--- config.mk ---
export PLATFORM = sky130hd
export DESIGN_NAME = pmx_model_section_scanner
export DESIGN_NICKNAME = d
export VERILOG_FILES = /design/src/pmx_mss_pkg.sv /design/src/pmx_mss_core.sv /design/src/pmx_model_section_scanner.sv
export SDC_FILE = /design/constraint.sdc
export NUM_CORES = 1
export LEC_CHECK = 0
export BUFFER_PORTS_ARGS = -buffer_cell sky130_fd_sc_hd__buf_4
export CELL_PAD_IN_SITES_DETAIL_PLACEMENT = 1
export CELL_PAD_IN_SITES_GLOBAL_PLACEMENT = 2
export CORE_ASPECT_RATIO = 0.5
export CORE_UTILIZATION = 39
export DETAILED_ROUTE_END_ITERATION = 10
export PLACE_DENSITY = 0.84
export SYNTH_ARGS = -nofsm -noshare
export SYNTH_HDL_FRONTEND = slang
export SYNTH_SLANG_ARGS = --single-unit
--- constraint.sdc ---
create_clock -name clk_i -period 8 [get_ports clk_i]
set_input_delay 0.8 -clock clk_i [delete_from_list [all_inputs] [get_ports clk_i]]
set_output_delay 0.8 -clock clk_i [all_outputs]
set_load 0.1 [all_outputs]
--- src/pmx_mss_pkg.sv ---
// Package for the PMX model section scanner: item types, scan phases, status codes.
// Used by pmx_mss_core and pmx_model_section_scanner; depends on nothing.
`default_nettype none
package pmx_mss_pkg;

  localparam int unsigned PositionWidthDefault = 32;
  localparam int unsigned SkipWidth = 34;
  localparam logic [31:0] SignatureWord = 32'h2058_4d50;

  typedef struct packed {
    logic [7:0] data_byte;
    logic       start_of_file;
    logic       end_of_stream;
  } in_item_t;

  typedef struct packed {
    logic [3:0]  status;
    logic        text_is_utf8;
    logic [2:0]  extra_vec4_count;
    logic [2:0]  bone_index_bytes;
    logic [2:0]  vertex_index_bytes;
    logic [2:0]  texture_index_bytes;
    logic [31:0] vertex_section_start;
    logic [31:0] surface_section_start;
    logic [31:0] material_section_start;
    logic [30:0] material_total;
  } out_item_t;

  typedef enum logic [3:0] {
    ST_OK         = 4'd0,
    ST_SIGNATURE  = 4'd1,
    ST_ENCODING   = 4'd2,
    ST_TEXT_LEN   = 4'd3,
    ST_SIZES      = 4'd4,
    ST_NEG_COUNT  = 4'd5,
    ST_DEFORM     = 4'd6,
    ST_TRUNCATED  = 4'd7,
    ST_TOO_LARGE  = 4'd8
  } status_e;

  typedef enum logic [4:0] {
    PH_IDLE, PH_SIG, PH_HEADSKIP, PH_GLOBALS, PH_TXT_LEN, PH_TXT_SKIP,
    PH_VCOUNT, PH_VFIXED, PH_VDEFORM, PH_VTAIL, PH_SCOUNT, PH_SSKIP,
    PH_TCOUNT, PH_MCOUNT
  } phase_e;

endpackage
`default_nettype wire

--- src/pmx_mss_core.sv ---
// Scan state and one-byte step logic of the PMX model section scanner.
// Depends on pmx_mss_pkg.
`default_nettype none
module pmx_mss_core #(
  parameter int unsigned PositionWidth = pmx_mss_pkg::PositionWidthDefault
) (
  input  wire                    clk_i,
  input  wire                    rst_ni,
  input  wire                    step_i,
  input  pmx_mss_pkg::in_item_t  item_i,
  output logic                   res_valid_o,
  output pmx_mss_pkg::out_item_t res_o
);

  localparam int unsigned PosW = PositionWidth + 1;
  localparam int unsigned ExtW = (PosW > 32) ? PosW : 32;
  localparam int unsigned SkW  = pmx_mss_pkg::SkipWidth;

  pmx_mss_pkg::phase_e phase_q, phase_d, phase_c;
  logic [PosW-1:0] pos_q, pos_d, pos_c;
  logic [SkW-1:0]  skip_q, skip_d, skip_c;
  logic [23:0]     word_q, word_d, word_c;
  logic [2:0]      cnt_q, cnt_d, cnt_c;
  logic [30:0]     rec_q, rec_d, rec_c;
  logic [2:0]      tfl_q, tfl_d, tfl_c;
  logic            g0_q, g0_d;
  logic [7:0]      g1_q, g1_d, g2_q, g2_d, g3_q, g3_d, g5_q, g5_d;
  logic [31:0]     vs_q, vs_d, ss_q, ss_d, ms_q, ms_d;

  logic [7:0]      b;
  logic [31:0]     w;
  logic            word_end, has_st, txt_done, active;
  pmx_mss_pkg::status_e st;
  logic [ExtW-1:0] next_pos_ext;
  logic [31:0]     start32;
  logic [SkW-1:0]  bb;

  always_comb begin
    b = item_i.data_byte;
    if (item_i.start_of_file) begin
      phase_c = pmx_mss_pkg::PH_SIG;
      pos_c   = '0;
      skip_c  = '0;
      word_c  = '0;
      cnt_c   = '0;
      rec_c   = '0;
      tfl_c   = '0;
    end else begin
      phase_c = phase_q;
      pos_c   = pos_q;
      skip_c  = skip_q;
      word_c  = word_q;
      cnt_c   = cnt_q;
      rec_c   = rec_q;
      tfl_c   = tfl_q;
    end
    phase_d = phase_c;
    pos_d   = pos_c;
    skip_d  = skip_c;
    word_d  = word_c;
    cnt_d   = cnt_c;
    rec_d   = rec_c;
    tfl_d   = tfl_c;
    g0_d = g0_q; g1_d = g1_q; g2_d = g2_q; g3_d = g3_q; g5_d = g5_q;
    vs_d = vs_q; ss_d = ss_q; ms_d = ms_q;
    has_st   = 1'b0;
    st       = pmx_mss_pkg::ST_OK;
    txt_done = 1'b0;
    w        = {b, word_c};
    word_end = (cnt_c == 3'd3);
    bb       = SkW'(g5_q);
    next_pos_ext = ExtW'(pos_c) + ExtW'(1);
    start32  = next_pos_ext[31:0];
    active   = (phase_c != pmx_mss_pkg::PH_IDLE);

    // Word collection shared by the signature phase and all count and length phases.
    if (phase_c == pmx_mss_pkg::PH_SIG || phase_c == pmx_mss_pkg::PH_TXT_LEN ||
        phase_c == pmx_mss_pkg::PH_VCOUNT || phase_c == pmx_mss_pkg::PH_SCOUNT ||
        phase_c == pmx_mss_pkg::PH_TCOUNT || phase_c == pmx_mss_pkg::PH_MCOUNT) begin
      if (word_end) begin
        cnt_d = '0;
      end else begin
        cnt_d = cnt_c + 3'd1;
        case (cnt_c[1:0])
          2'd0:    word_d[7:0]   = b;
          2'd1:    word_d[15:8]  = b;
          default: word_d[23:16] = b;
        endcase
      end
    end

    if (!active) begin
      // Idle: the byte is ignored.
    end else if (pos_c[PosW-1]) begin
      has_st = 1'b1;
      st     = pmx_mss_pkg::ST_TOO_LARGE;
    end else begin
      case (phase_c)
        pmx_mss_pkg::PH_SIG: begin
          if (word_end) begin
            if (w != pmx_mss_pkg::SignatureWord) begin
              has_st = 1'b1;
              st     = pmx_mss_pkg::ST_SIGNATURE;
            end else begin
              phase_d = pmx_mss_pkg::PH_HEADSKIP;
              skip_d  = SkW'(5);
            end
          end
        end
        pmx_mss_pkg::PH_HEADSKIP: begin
          skip_d = skip_c - SkW'(1);
          if (skip_c == SkW'(1)) begin
            phase_d = pmx_mss_pkg::PH_GLOBALS;
            cnt_d   = '0;
          end
        end
        pmx_mss_pkg::PH_GLOBALS: begin
          case (cnt_c)
            3'd0:    g0_d = b[0];
            3'd1:    g1_d = b;
            3'd2:    g2_d = b;
            3'd3:    g3_d = b;
            3'd5:    g5_d = b;
            default: ;
          endcase
          if (cnt_c == 3'd0 && b > 8'd1) begin
            // Remembered as an encoding error below once all globals are in.
            g0_d = 1'b1;
          end
          if (cnt_c != 3'd7) begin
            cnt_d = cnt_c + 3'd1;
          end else if (enc_bad_q) begin
            has_st = 1'b1;
            st     = pmx_mss_pkg::ST_ENCODING;
          end else begin
            tfl_d   = 3'd4;
            phase_d = pmx_mss_pkg::PH_TXT_LEN;
            word_d  = '0;
            cnt_d   = '0;
          end
        end
        pmx_mss_pkg::PH_TXT_LEN: begin
          if (word_end) begin
            if (w[31]) begin
              has_st = 1'b1;
              st     = pmx_mss_pkg::ST_TEXT_LEN;
            end else if (w == 32'd0) begin
              txt_done = 1'b1;
            end else if (!g0_q && w[0]) begin
              has_st = 1'b1;
              st     = pmx_mss_pkg::ST_TEXT_LEN;
            end else begin
              phase_d = pmx_mss_pkg::PH_TXT_SKIP;
              skip_d  = SkW'(w);
            end
          end
        end
        pmx_mss_pkg::PH_TXT_SKIP: begin
          skip_d = skip_c - SkW'(1);
          if (skip_c == SkW'(1)) txt_done = 1'b1;
        end
        pmx_mss_pkg::PH_VCOUNT: begin
          if (word_end) begin
            if (w[31]) begin
              has_st = 1'b1;
              st     = pmx_mss_pkg::ST_NEG_COUNT;
            end else if (w == 32'd0) begin
              ss_d    = start32;
              phase_d = pmx_mss_pkg::PH_SCOUNT;
              word_d  = '0;
              cnt_d   = '0;
            end else begin
              rec_d   = w[30:0];
              phase_d = pmx_mss_pkg::PH_VFIXED;
              skip_d  = SkW'(32) + (SkW'(g1_q) << 4);
            end
          end
        end
        pmx_mss_pkg::PH_VFIXED: begin
          skip_d = skip_c - SkW'(1);
          if (skip_c == SkW'(1)) phase_d = pmx_mss_pkg::PH_VDEFORM;
        end
        pmx_mss_pkg::PH_VDEFORM: begin
          phase_d = pmx_mss_pkg::PH_VTAIL;
          case (b)
            8'd0:    skip_d = bb + SkW'(4);
            8'd1:    skip_d = (bb << 1) + SkW'(8);
            8'd2:    skip_d = (bb << 2) + SkW'(20);
            8'd3:    skip_d = (bb << 1) + SkW'(44);
            8'd4:    skip_d = (bb << 2) + SkW'(20);
            default: begin
              has_st = 1'b1;
              st     = pmx_mss_pkg::ST_DEFORM;
            end
          endcase
        end
        pmx_mss_pkg::PH_VTAIL: begin
          skip_d = skip_c - SkW'(1);
          if (skip_c == SkW'(1)) begin
            rec_d = rec_c - 31'd1;
            if (rec_c != 31'd1) begin
              phase_d = pmx_mss_pkg::PH_VFIXED;
              skip_d  = SkW'(32) + (SkW'(g1_q) << 4);
            end else begin
              ss_d    = start32;
              phase_d = pmx_mss_pkg::PH_SCOUNT;
              word_d  = '0;
              cnt_d   = '0;
            end
          end
        end
        pmx_mss_pkg::PH_SCOUNT: begin
          if (word_end) begin
            if (w[31]) begin
              has_st = 1'b1;
              st     = pmx_mss_pkg::ST_NEG_COUNT;
            end else begin
              case (g2_q)
                8'd1:    skip_d = SkW'(w);
                8'd2:    skip_d = SkW'(w) << 1;
                default: skip_d = SkW'(w) << 2;
              endcase
              if (w == 32'd0) begin
                phase_d = pmx_mss_pkg::PH_TCOUNT;
                word_d  = '0;
                cnt_d   = '0;
              end else begin
                phase_d = pmx_mss_pkg::PH_SSKIP;
              end
            end
          end
        end
        pmx_mss_pkg::PH_SSKIP: begin
          skip_d = skip_c - SkW'(1);
          if (skip_c == SkW'(1)) begin
            phase_d = pmx_mss_pkg::PH_TCOUNT;
            word_d  = '0;
            cnt_d   = '0;
          end
        end
        pmx_mss_pkg::PH_TCOUNT: begin
          if (word_end) begin
            if (w[31]) begin
              has_st = 1'b1;
              st     = pmx_mss_pkg::ST_NEG_COUNT;
            end else if (w == 32'd0) begin
              ms_d    = start32;
              phase_d = pmx_mss_pkg::PH_MCOUNT;
              word_d  = '0;
              cnt_d   = '0;
            end else begin
              rec_d   = w[30:0];
              tfl_d   = '0;
              phase_d = pmx_mss_pkg::PH_TXT_LEN;
              word_d  = '0;
              cnt_d   = '0;
            end
          end
        end
        pmx_mss_pkg::PH_MCOUNT: begin
          if (word_end) begin
            has_st = 1'b1;
            st     = w[31] ? pmx_mss_pkg::ST_NEG_COUNT : pmx_mss_pkg::ST_OK;
          end
        end
        default: ;
      endcase
    end

    // A header text or a texture path has been fully consumed.
    if (txt_done) begin
      word_d = '0;
      cnt_d  = '0;
      if (tfl_c != 3'd0) begin
        tfl_d = tfl_c - 3'd1;
        if (tfl_c != 3'd1) begin
          phase_d = pmx_mss_pkg::PH_TXT_LEN;
        end else if (g1_q > 8'd4 || !size_ok(g5_q) || !size_ok(g2_q) ||
                     !size_ok(g3_q)) begin
          has_st = 1'b1;
          st     = pmx_mss_pkg::ST_SIZES;
        end else begin
          vs_d    = start32;
          phase_d = pmx_mss_pkg::PH_VCOUNT;
        end
      end else begin
        rec_d = rec_c - 31'd1;
        if (rec_c != 31'd1) begin
          phase_d = pmx_mss_pkg::PH_TXT_LEN;
        end else begin
          ms_d    = start32;
          phase_d = pmx_mss_pkg::PH_MCOUNT;
        end
      end
    end

    if (active) begin
      pos_d = pos_c[PosW-1] ? pos_c : pos_c + PosW'(1);
      if (!has_st && item_i.end_of_stream) begin
        has_st = 1'b1;
        st     = pmx_mss_pkg::ST_TRUNCATED;
      end
    end
    if (has_st) phase_d = pmx_mss_pkg::PH_IDLE;
  end

  function automatic logic size_ok(input logic [7:0] v);
    size_ok = (v == 8'd1) || (v == 8'd2) || (v == 8'd4);
  endfunction

  // Encoding byte above one, kept apart from the single stored UTF-8 bit.
  logic enc_bad_q, enc_bad_d;
  always_comb begin
    enc_bad_d = enc_bad_q;
    if (phase_c == pmx_mss_pkg::PH_GLOBALS && cnt_c == 3'd0) enc_bad_d = (b > 8'd1);
  end

  always_comb begin
    res_valid_o = step_i && has_st;
    res_o       = '0;
    res_o.status = st;
    if (st == pmx_mss_pkg::ST_OK) begin
      res_o.text_is_utf8           = g0_q;
      res_o.extra_vec4_count       = g1_q[2:0];
      res_o.bone_index_bytes       = g5_q[2:0];
      res_o.vertex_index_bytes     = g2_q[2:0];
      res_o.texture_index_bytes    = g3_q[2:0];
      res_o.vertex_section_start   = vs_q;
      res_o.surface_section_start  = ss_q;
      res_o.material_section_start = ms_q;
      res_o.material_total         = w[30:0];
    end
  end

  always_ff @(posedge clk_i or negedge rst_ni) begin
    if (!rst_ni) begin
      phase_q <= pmx_mss_pkg::PH_IDLE;
      pos_q   <= '0;
      skip_q  <= '0;
      word_q  <= '0;
      cnt_q   <= '0;
      rec_q   <= '0;
      tfl_q   <= '0;
      vs_q    <= '0;
      ss_q    <= '0;
      ms_q    <= '0;
    end else if (step_i) begin
      phase_q <= phase_d;
      pos_q   <= pos_d;
      skip_q  <= skip_d;
      word_q  <= word_d;
      cnt_q   <= cnt_d;
      rec_q   <= rec_d;
      tfl_q   <= tfl_d;
      vs_q    <= vs_d;
      ss_q    <= ss_d;
      ms_q    <= ms_d;
    end
  end

  // Global setting bytes are undefined until written and carry no reset.
  always_ff @(posedge clk_i) begin
    if (step_i) begin
      g0_q      <= g0_d;
      g1_q      <= g1_d;
      g2_q      <= g2_d;
      g3_q      <= g3_d;
      g5_q      <= g5_d;
      enc_bad_q <= enc_bad_d;
    end
  end

endmodule
`default_nettype wire

--- src/pmx_model_section_scanner.sv ---
// Top level of the PMX model section scanner: input register, scan core, result register.
// Depends on pmx_mss_pkg and pmx_mss_core.
//
//   Channel | Handshake                 | Payload
//   --------+---------------------------+---------------------------
//   input   | in_valid_i / in_ready_o   | in_data_i  (in_item_t)
//   result  | out_valid_o / out_ready_i | out_data_o (out_item_t)
//
// Each byte item is taken into the input register and stepped through the
// scan core in the next cycle unless a result stalls, so one item per cycle
// is sustained while results drain; a result is registered as its byte steps.
// The core only steps when the result register is empty or being drained,
// so a stalled result holds the input register and then in_ready_o.
// Reset clears the scan state to idle; the scanner waits for a byte with
// start_of_file set. The global setting bytes have no reset.
`default_nettype none
module pmx_model_section_scanner #(
  parameter int unsigned PositionWidth = pmx_mss_pkg::PositionWidthDefault
) (
  input  wire                    clk_i,
  input  wire                    rst_ni,
  input  wire                    in_valid_i,
  output logic                   in_ready_o,
  input  pmx_mss_pkg::in_item_t  in_data_i,
  output logic                   out_valid_o,
  input  wire                    out_ready_i,
  output pmx_mss_pkg::out_item_t out_data_o
);

  logic                   in_valid_q;
  pmx_mss_pkg::in_item_t  in_q;
  logic                   out_valid_q;
  pmx_mss_pkg::out_item_t out_q;
  logic                   step;
  logic                   res_valid;
  pmx_mss_pkg::out_item_t res;

  // A held byte steps whenever its result, if any, has a free slot.
  assign step       = in_valid_q && (!out_valid_q || out_ready_i);
  assign in_ready_o = !in_valid_q || step;

  pmx_mss_core #(
    .PositionWidth(PositionWidth)
  ) u_core (
    .clk_i      (clk_i),
    .rst_ni     (rst_ni),
    .step_i     (step),
    .item_i     (in_q),
    .res_valid_o(res_valid),
    .res_o      (res)
  );

  always_ff @(posedge clk_i or negedge rst_ni) begin
    if (!rst_ni) begin
      in_valid_q  <= 1'b0;
      out_valid_q <= 1'b0;
    end else begin
      if (in_ready_o) in_valid_q <= in_valid_i;
      if (res_valid) begin
        out_valid_q <= 1'b1;
      end else if (out_ready_i) begin
        out_valid_q <= 1'b0;
      end
    end
  end

  always_ff @(posedge clk_i) begin
    if (in_ready_o && in_valid_i) in_q <= in_data_i;
    if (res_valid) out_q <= res;
  end

  assign out_valid_o = out_valid_q;
  assign out_data_o  = out_q;

  // An error result carries no material count.
  a_err_zero: assert property (@(posedge clk_i) disable iff (!rst_ni)
    (out_valid_q && out_q.status != pmx_mss_pkg::ST_OK) |-> (out_q.material_total == 31'd0))
    else $error("error result with nonzero material count");

  // The core never steps while a result waits unread.
  a_no_step_stalled: assert property (@(posedge clk_i) disable iff (!rst_ni)
    (out_valid_q && !out_ready_i) |-> !step)
    else $error("core stepped over a stalled result");

  // A held byte that did not step stays held.
  a_hold_byte: assert property (@(posedge clk_i) disable iff (!rst_ni)
    (in_valid_q && !step) |=> in_valid_q)
    else $error("held byte lost");

endmodule
`default_nettype wire
# Word level (Yosys, flattened, before mapping)

Index checks and enable logic that the tools add are counted.

Order comparisons: 2
Reduce and logical (&&, ||, !) cells: 57
Bitwise logic cells: 3
Muxes and demuxes: 178
Eq/ne operators: 41
Add/sub/neg operators: 10

Operators with widths:

| kind                                                 | number |
|---|---|
| two-way mux 34 bit                                   | 16 |
| two-way mux 32 bit                                   | 14 |
| two-way mux 24 bit                                   | 16 |
| two-way mux 31 bit                                   | 9 |
| one-hot mux 34 bit (7 select lines)                  | 1 |
| one-hot mux 34 bit (4 select lines)                  | 1 |
| two-way mux 5 bit                                    | 26 |
| one-hot mux 24 bit (5 select lines)                  | 1 |
| two-way mux 33 bit                                   | 3 |
| two-way mux 3 bit                                    | 29 |
| two-way mux 4 bit                                    | 18 |
| one-hot mux 33 bit (2 select lines)                  | 1 |
| one-hot mux 32 bit (2 select lines)                  | 1 |
| one-hot mux 31 bit (2 select lines)                  | 1 |
| one-hot mux 5 bit (11 select lines)                  | 1 |
| equality test 8 x 2 -> 1 bit, second input constant  | 5 |
| equality test 34 x 1 -> 1 bit, second input constant | 1 |
| subtractor 34 x 1 -> 34 bit, second input constant   | 1 |
| adder 33 x 1 -> 33 bit, second input constant        | 1 |
| equality test 8 x 1 -> 1 bit, second input constant  | 4 |
| equality test 8 x 3 -> 1 bit, second input constant  | 4 |
| zero test 32 bit                                     | 1 |
| != test 32 x 30 -> 1 bit, second input constant      | 1 |
| != test 31 x 1 -> 1 bit, second input constant       | 1 |
| other kinds (48)                                     | 134 |

Flip-flop bits (word level): 419
Input bits: 14
Output and inout bits: 146
Word-level logic and storage cells: 322

# Logic depth before layout (Yosys ltp)

Depth after elaboration: 19
Gate-level depth with buffers: 21
Gate-level depth less buffers: 13

# Hierarchy

From an unflattened synthesis, not the netlist that was laid out.

Cell total of the unflattened synthesis: 2469
Area, all modules: 23135.9 um^2

Modules (own cells, without submodules):

| module                    | cells an instance | area each (um^2) | times used |
|---|---|---|---|
| pmx_mss_core              | 2307              | 18407.7          | 1 |
| pmx_model_section_scanner | 162               | 4728.3           | 1 |

# Worst setup path before layout

OpenSTA, ideal clock, no wires.

Path type: reg-to-reg
From: reg in_q[1] (netlist name)
To: reg out_q, in the netlist out_data_o[0] (enable)
Cell stages (with the launch flop): 18
Data arrival time: 6.695 ns
Buffers on the path: 6
Path slack: 0.809 ns
Library setup time: 0.496 ns
Required time: 7.504 ns
Path through: edfxtp_1 clkbuf_1 clkbuf_1 clkinv_1 clkbuf_1 buf_1 clkbuf_1 buf_1 nand2_1 inv_1 ha_1 nand2_1 or4_1 nor3_1 o21ai_1 o311ai_2 nand2_1 inv_1

Longest elaborated chain between the ends: 18

RTL lines:

| what                                                      | line                            | RTL |
|---|---|---|
| start: declaration                                        | pmx_model_section_scanner.sv:31 | `pmx_mss_pkg::in_item_t in_q;` |
| start signal: assignment                                  | pmx_model_section_scanner.sv:68 | `if (in_ready_o && in_valid_i) in_q <= in_data_i;` |
| branches (longest 16 deep; another with zero test 32 bit) | -                               |  |
| two-way mux 1 bit *                                       | pmx_mss_core.sv:297             | `if (active) begin` |
| logical AND 1 bit *                                       | pmx_mss_core.sv:319             | `res_valid_o = step_i && has_st;` |
| named net res_valid                                       | pmx_model_section_scanner.sv:35 | `logic res_valid;` |
| end signal: assignment                                    | pmx_model_section_scanner.sv:69 | `if (res_valid) out_q <= res;` |
| end: declaration                                          | pmx_model_section_scanner.sv:33 | `pmx_mss_pkg::out_item_t out_q;` |

Mark *: on every way through the listed nets, which the timed path passes.
A chain may end at the register's enable or synchronous reset.

# Final worst setup path

From: reg in_q[4] (netlist name)
To: reg out_q, in the netlist out_data_o[116] (enable)

Longest elaborated chain between the ends: 16

RTL lines:

| what                               | line                            | RTL |
|---|---|---|
| zero test 32 bit                   | pmx_mss_core.sv:147             | `end else if (w == 32'd0) begin` |
| two-way mux 1 bit                  | pmx_mss_core.sv:147             |  |
| two-way mux 1 bit                  | pmx_mss_core.sv:144             | `if (w[31]) begin` |
| two-way mux 1 bit                  | pmx_mss_core.sv:143             | `if (word_end) begin` |
| one-hot mux 1 bit (6 select lines) | pmx_mss_core.sv:98              | `case (phase_c)` |
| two-way mux 1 bit                  | pmx_mss_core.sv:94              | `end else if (pos_c[PosW-1]) begin` |
| two-way mux 1 bit                  | pmx_mss_core.sv:92              | `if (!active) begin` |
| two-way mux 1 bit                  | pmx_mss_core.sv:278             | `end else if (g1_q > 8'd4 \|\| !size_ok(g5_q) \|\| !size_ok(g2_q) \|\|` |
| two-way mux 1 bit                  | pmx_mss_core.sv:276             | `if (tfl_c != 3'd1) begin` |
| two-way mux 1 bit                  | pmx_mss_core.sv:274             | `if (tfl_c != 3'd0) begin` |
| two-way mux 1 bit *                | pmx_mss_core.sv:271             | `if (txt_done) begin` |
| zero test 1 bit                    | pmx_mss_core.sv:299             | `if (!has_st && item_i.end_of_stream) begin` |
| logical AND 1 bit                  | pmx_mss_core.sv:299             |  |
| two-way mux 1 bit                  | pmx_mss_core.sv:299             |  |
| two-way mux 1 bit *                | pmx_mss_core.sv:297             |  |
| logical AND 1 bit *                | pmx_mss_core.sv:319             |  |
| named net res_valid                | pmx_model_section_scanner.sv:35 |  |

The timed path passes the listed nets; every way through them passes the cells marked *.

==> flow_summary_export.csv <==
group,metric,value,unit
grt,met3_usage,4.19,%
clock_network,cts_htree_levels,2,
clock_network,cts_tree,"yes",
setup_path,worstPathRequired,8.26,ns
cells_and_area,layout-drive-gt1-share,12.4,%
drt,ant_nets,0,
clock_network,cts_hold_buf,0,
placed_design,io_buffers,159,
floorplanning,die_area,59200,sq um
power,leakage,10.4,nW
timing,slew_headroom,-1.34,%
placed_design,dp.cells,3194,
drt,vias_per_cell,6.15,
power,vdd_ir_drop_max,115,uV
grt,grt_first_pass_wirelength,127000,microns
grt,grt_pass1_vias,20000,
drt,drc,0,
cells_and_area,fin_cells,3270,
clock_network,clk_latency,0.60,ns
synth,syn-num-nets,2430,
synth,synth_edf_count,188,
timing,finalCriticalPeriod,5.95,ns
timing,rsz0062_at_grt,"false",
synth,synth.area.top_cells,"dfrtp_1 (25%), edfxtp_1 (25%), nand2_1 (5.5%)",
floorplanning,rows,62,
synth,yosys.area.top_type_share,25.5,%
timing,post-route-period-util,74.4,%
synth,synth_top_area_cell,"dfrtp_1",
setup_path,reg2regPathDepth,10,
cells_and_area,synthToLayoutAreaGrowth,14.8,%
clock_network,cts_num_sinks,419,
cells_and_area,utilization,45.4,%
synth,ys_ff_latch,419,
clock_network,cts-root-buf,"clkbuf_16",
outcome,status,"finished with violations",
timing,finalHoldViolCount,0,
floorplanning,ios,160,
grt,grt-ovfl-total,0,
placed_design,place_congestion,0.955,
grt,grt-busiest-layer,"met2",
setup_path,arrival,6.21,ns
synth,synth_cells,2390,
floorplanning,die_h,173,microns
run,maxCapViolations,1,
power,switchingPower,3.22,mW
drt,wirelength,83400,microns
timing,worst_pin_slew,1.51,ns
clock_network,numCtsBuffers,41,
timing,final_max_slew_viol_count,4,
synth,ys_types,90,
grt,antenna_found_initial,2,
power,swShare,42.6,%
power,p_int,4.34,mW
synth,netlist_area,22700,sq um
cells_and_area,diodes,0,
synth,avgSynthCellArea,9.49,sq um
timing,fmax,168,MHz
clock_network,cts_resized,0,
clock_network,cts_setup_buffers,0,
timing,tns,0,ns
drt,drt_iter0_markers,1962,
grt,grt_max_degree,113,
power,clockPowerShare,27.4,%
grt,use_met1,40.6,%
synth,synthFlopType,"dfrtp_1",
timing,setup_violations,0,
setup_path,cp_max_fo,96,
cells_and_area,num-fill-cells,6499,
synth,yosysWarnings,0,
synth,yosysSeqAreaShare,50.4,%
cells_and_area,multiInputGateArea,10500,sq um
floorplanning,start_util,39.5,%
cells_and_area,final-seq-area,11400,sq um
synth,ys_async_sr_fraction,55.1,%
outcome,violations,"capacitance limit, slew limit",
floorplanning,die_x,343,microns
power,cellPowerDensity,290,nW/um^2
worst_hold_path,hp-class,"input port to async pin",
power,combPwrFrac,35.4,%
grt,track_usage,27.8,%
setup_path,startpoint_type,"flop",
clock_network,path_clk_slew,0.06,ns
drt,first_pass_iters,6,
timing,clock_skew,0.0369,ns
grt,use_met2,42.7,%
clock_network,clock_path_buffers,3,
synth,synth_most_common_cell,"nand2_1",
floorplanning,fp.coreArea,57400,sq um
setup_path,critPathCaptureType,"flop",
placed_design,dp_hpwl,57200,microns
synth,synthTopCellsByCount,"nand2_1 (331), dfrtp_1 (231), edfxtp_1 (188)",
power,seq_power_share,37.2,%
setup_path,crit_type,"flop to flop",
drt,via_count,20100,
cells_and_area,finalNetCount,2509,
drt,routedWlPerCell,25.5,microns
## stage by stage
step	area [sq um]	hold WS, ns	power, mW	worst slack [ns]
2_1_floorplan	22700	0.442	4.63	0.809
3_3_place_gp	24700	0.453	5.45	2.38
3_5_place_dp	24700	0.461	5.48	2.27
4_1_cts	26000	0.343	7.55	2.26
5_1_grt	26000	0.376	7.83	1.98
6_report	26000	0.323	7.56	2.05
## area by class of cell
type	count	area share, %
sequential	419	43.9
multi-input combinational	1762	40.4
clock buffer	57	4.33
clock inverter	19	1.02
timing repair buffer	210	6.18
tap	768	3.69
inverter	35	0.528
## kinds of logic (layout without fill, tap and decap cells)
group,count (synthesis),count (layout),synth area share [%]
DFF,419,419,50.4
AOI/OAI and AO/OA,698,698,20.2
and+or+nand+nor,946,946,20.8
xor gates and xnor gates,71,71,2.74
buffers and inverters,209,321,3.53
adders and majority gates,26,26,1.43
muxes,21,21,0.970
## critical path, stage by stage, from the launching register on
cell and delay (ns):
edfxtp_1 0.35, buf_4 0.24, nor4_1 1.22, nand2_1 0.60, nor2_1 0.65, and3_1 0.27
o21ai_1 0.37, o311ai_2 0.56, nand2_1 0.21, inv_6 0.72, buf_12 0.33
## cell usage in the layout, fill, tap and decap left out, types with 29 or more instances in the layout
cell,instances
xnor2_1,44
and2_1,127
a22oi_1,37
a22o_1,49
nor2b_1,40
dfrtp_1,231
nand2_1,331
o22ai_1,29
nand3_1,57
clkbuf_16,42
o21ai_1,92
nor2_1,152
nor4_1,33
nor3_1,57
and3_1,32
inv_1,33
edfxtp_1,188
a21oi_1,117
buf_4,207
o21ai_0,142
## layer usage
metal / vias to the layer above / part of all wire (%) / wire (microns)
li1: 8951 / - / -
met1: 10200 / 46 / 38000
met2: 798 / 45 / 37200
met3: 150 / 7.0 / 5830
met4: 0 / 2.9 / 2390
met5: - / 0 / 0
## power groups by stage
stage	clock [mW]	combinational, mW	sequential, mW
after floorplan	0	1.28	3.35
after global placement	0	2.61	2.84
after detailed placement	0	2.64	2.84
after CTS	2.11	2.65	2.80
after global routing	2.18	2.83	2.83
final	2.07	2.68	2.81
## sequential cells by signal, summed over array words and instances, names as in the netlist, 10 cells and up
name,flops
u_core.vs_q,32
u_core.ms_q,32
u_core.pos_q,33
in_q,10
u_core.rec_q,31
u_core.ss_q,32
out_data_o,144
u_core.skip_q,34
u_core.word_q,24
## final timing paths
kind	to	slack, ns	start
max	out_data_o[116]	2.05	in_q[4]
min reg2reg	u_core.vs_q[25]	0.47	u_core.vs_q[25]
min in group clk_i	in_q[7]	0.40	in_data_i[7]
max reg2reg	out_data_o[116]	2.05	in_q[4]
min	u_core.ss_q[27]	0.32	rst_ni
max in group asynchronous	u_core.skip_q[8]	6.23	rst_ni
(Power assumes the default switching activity.)
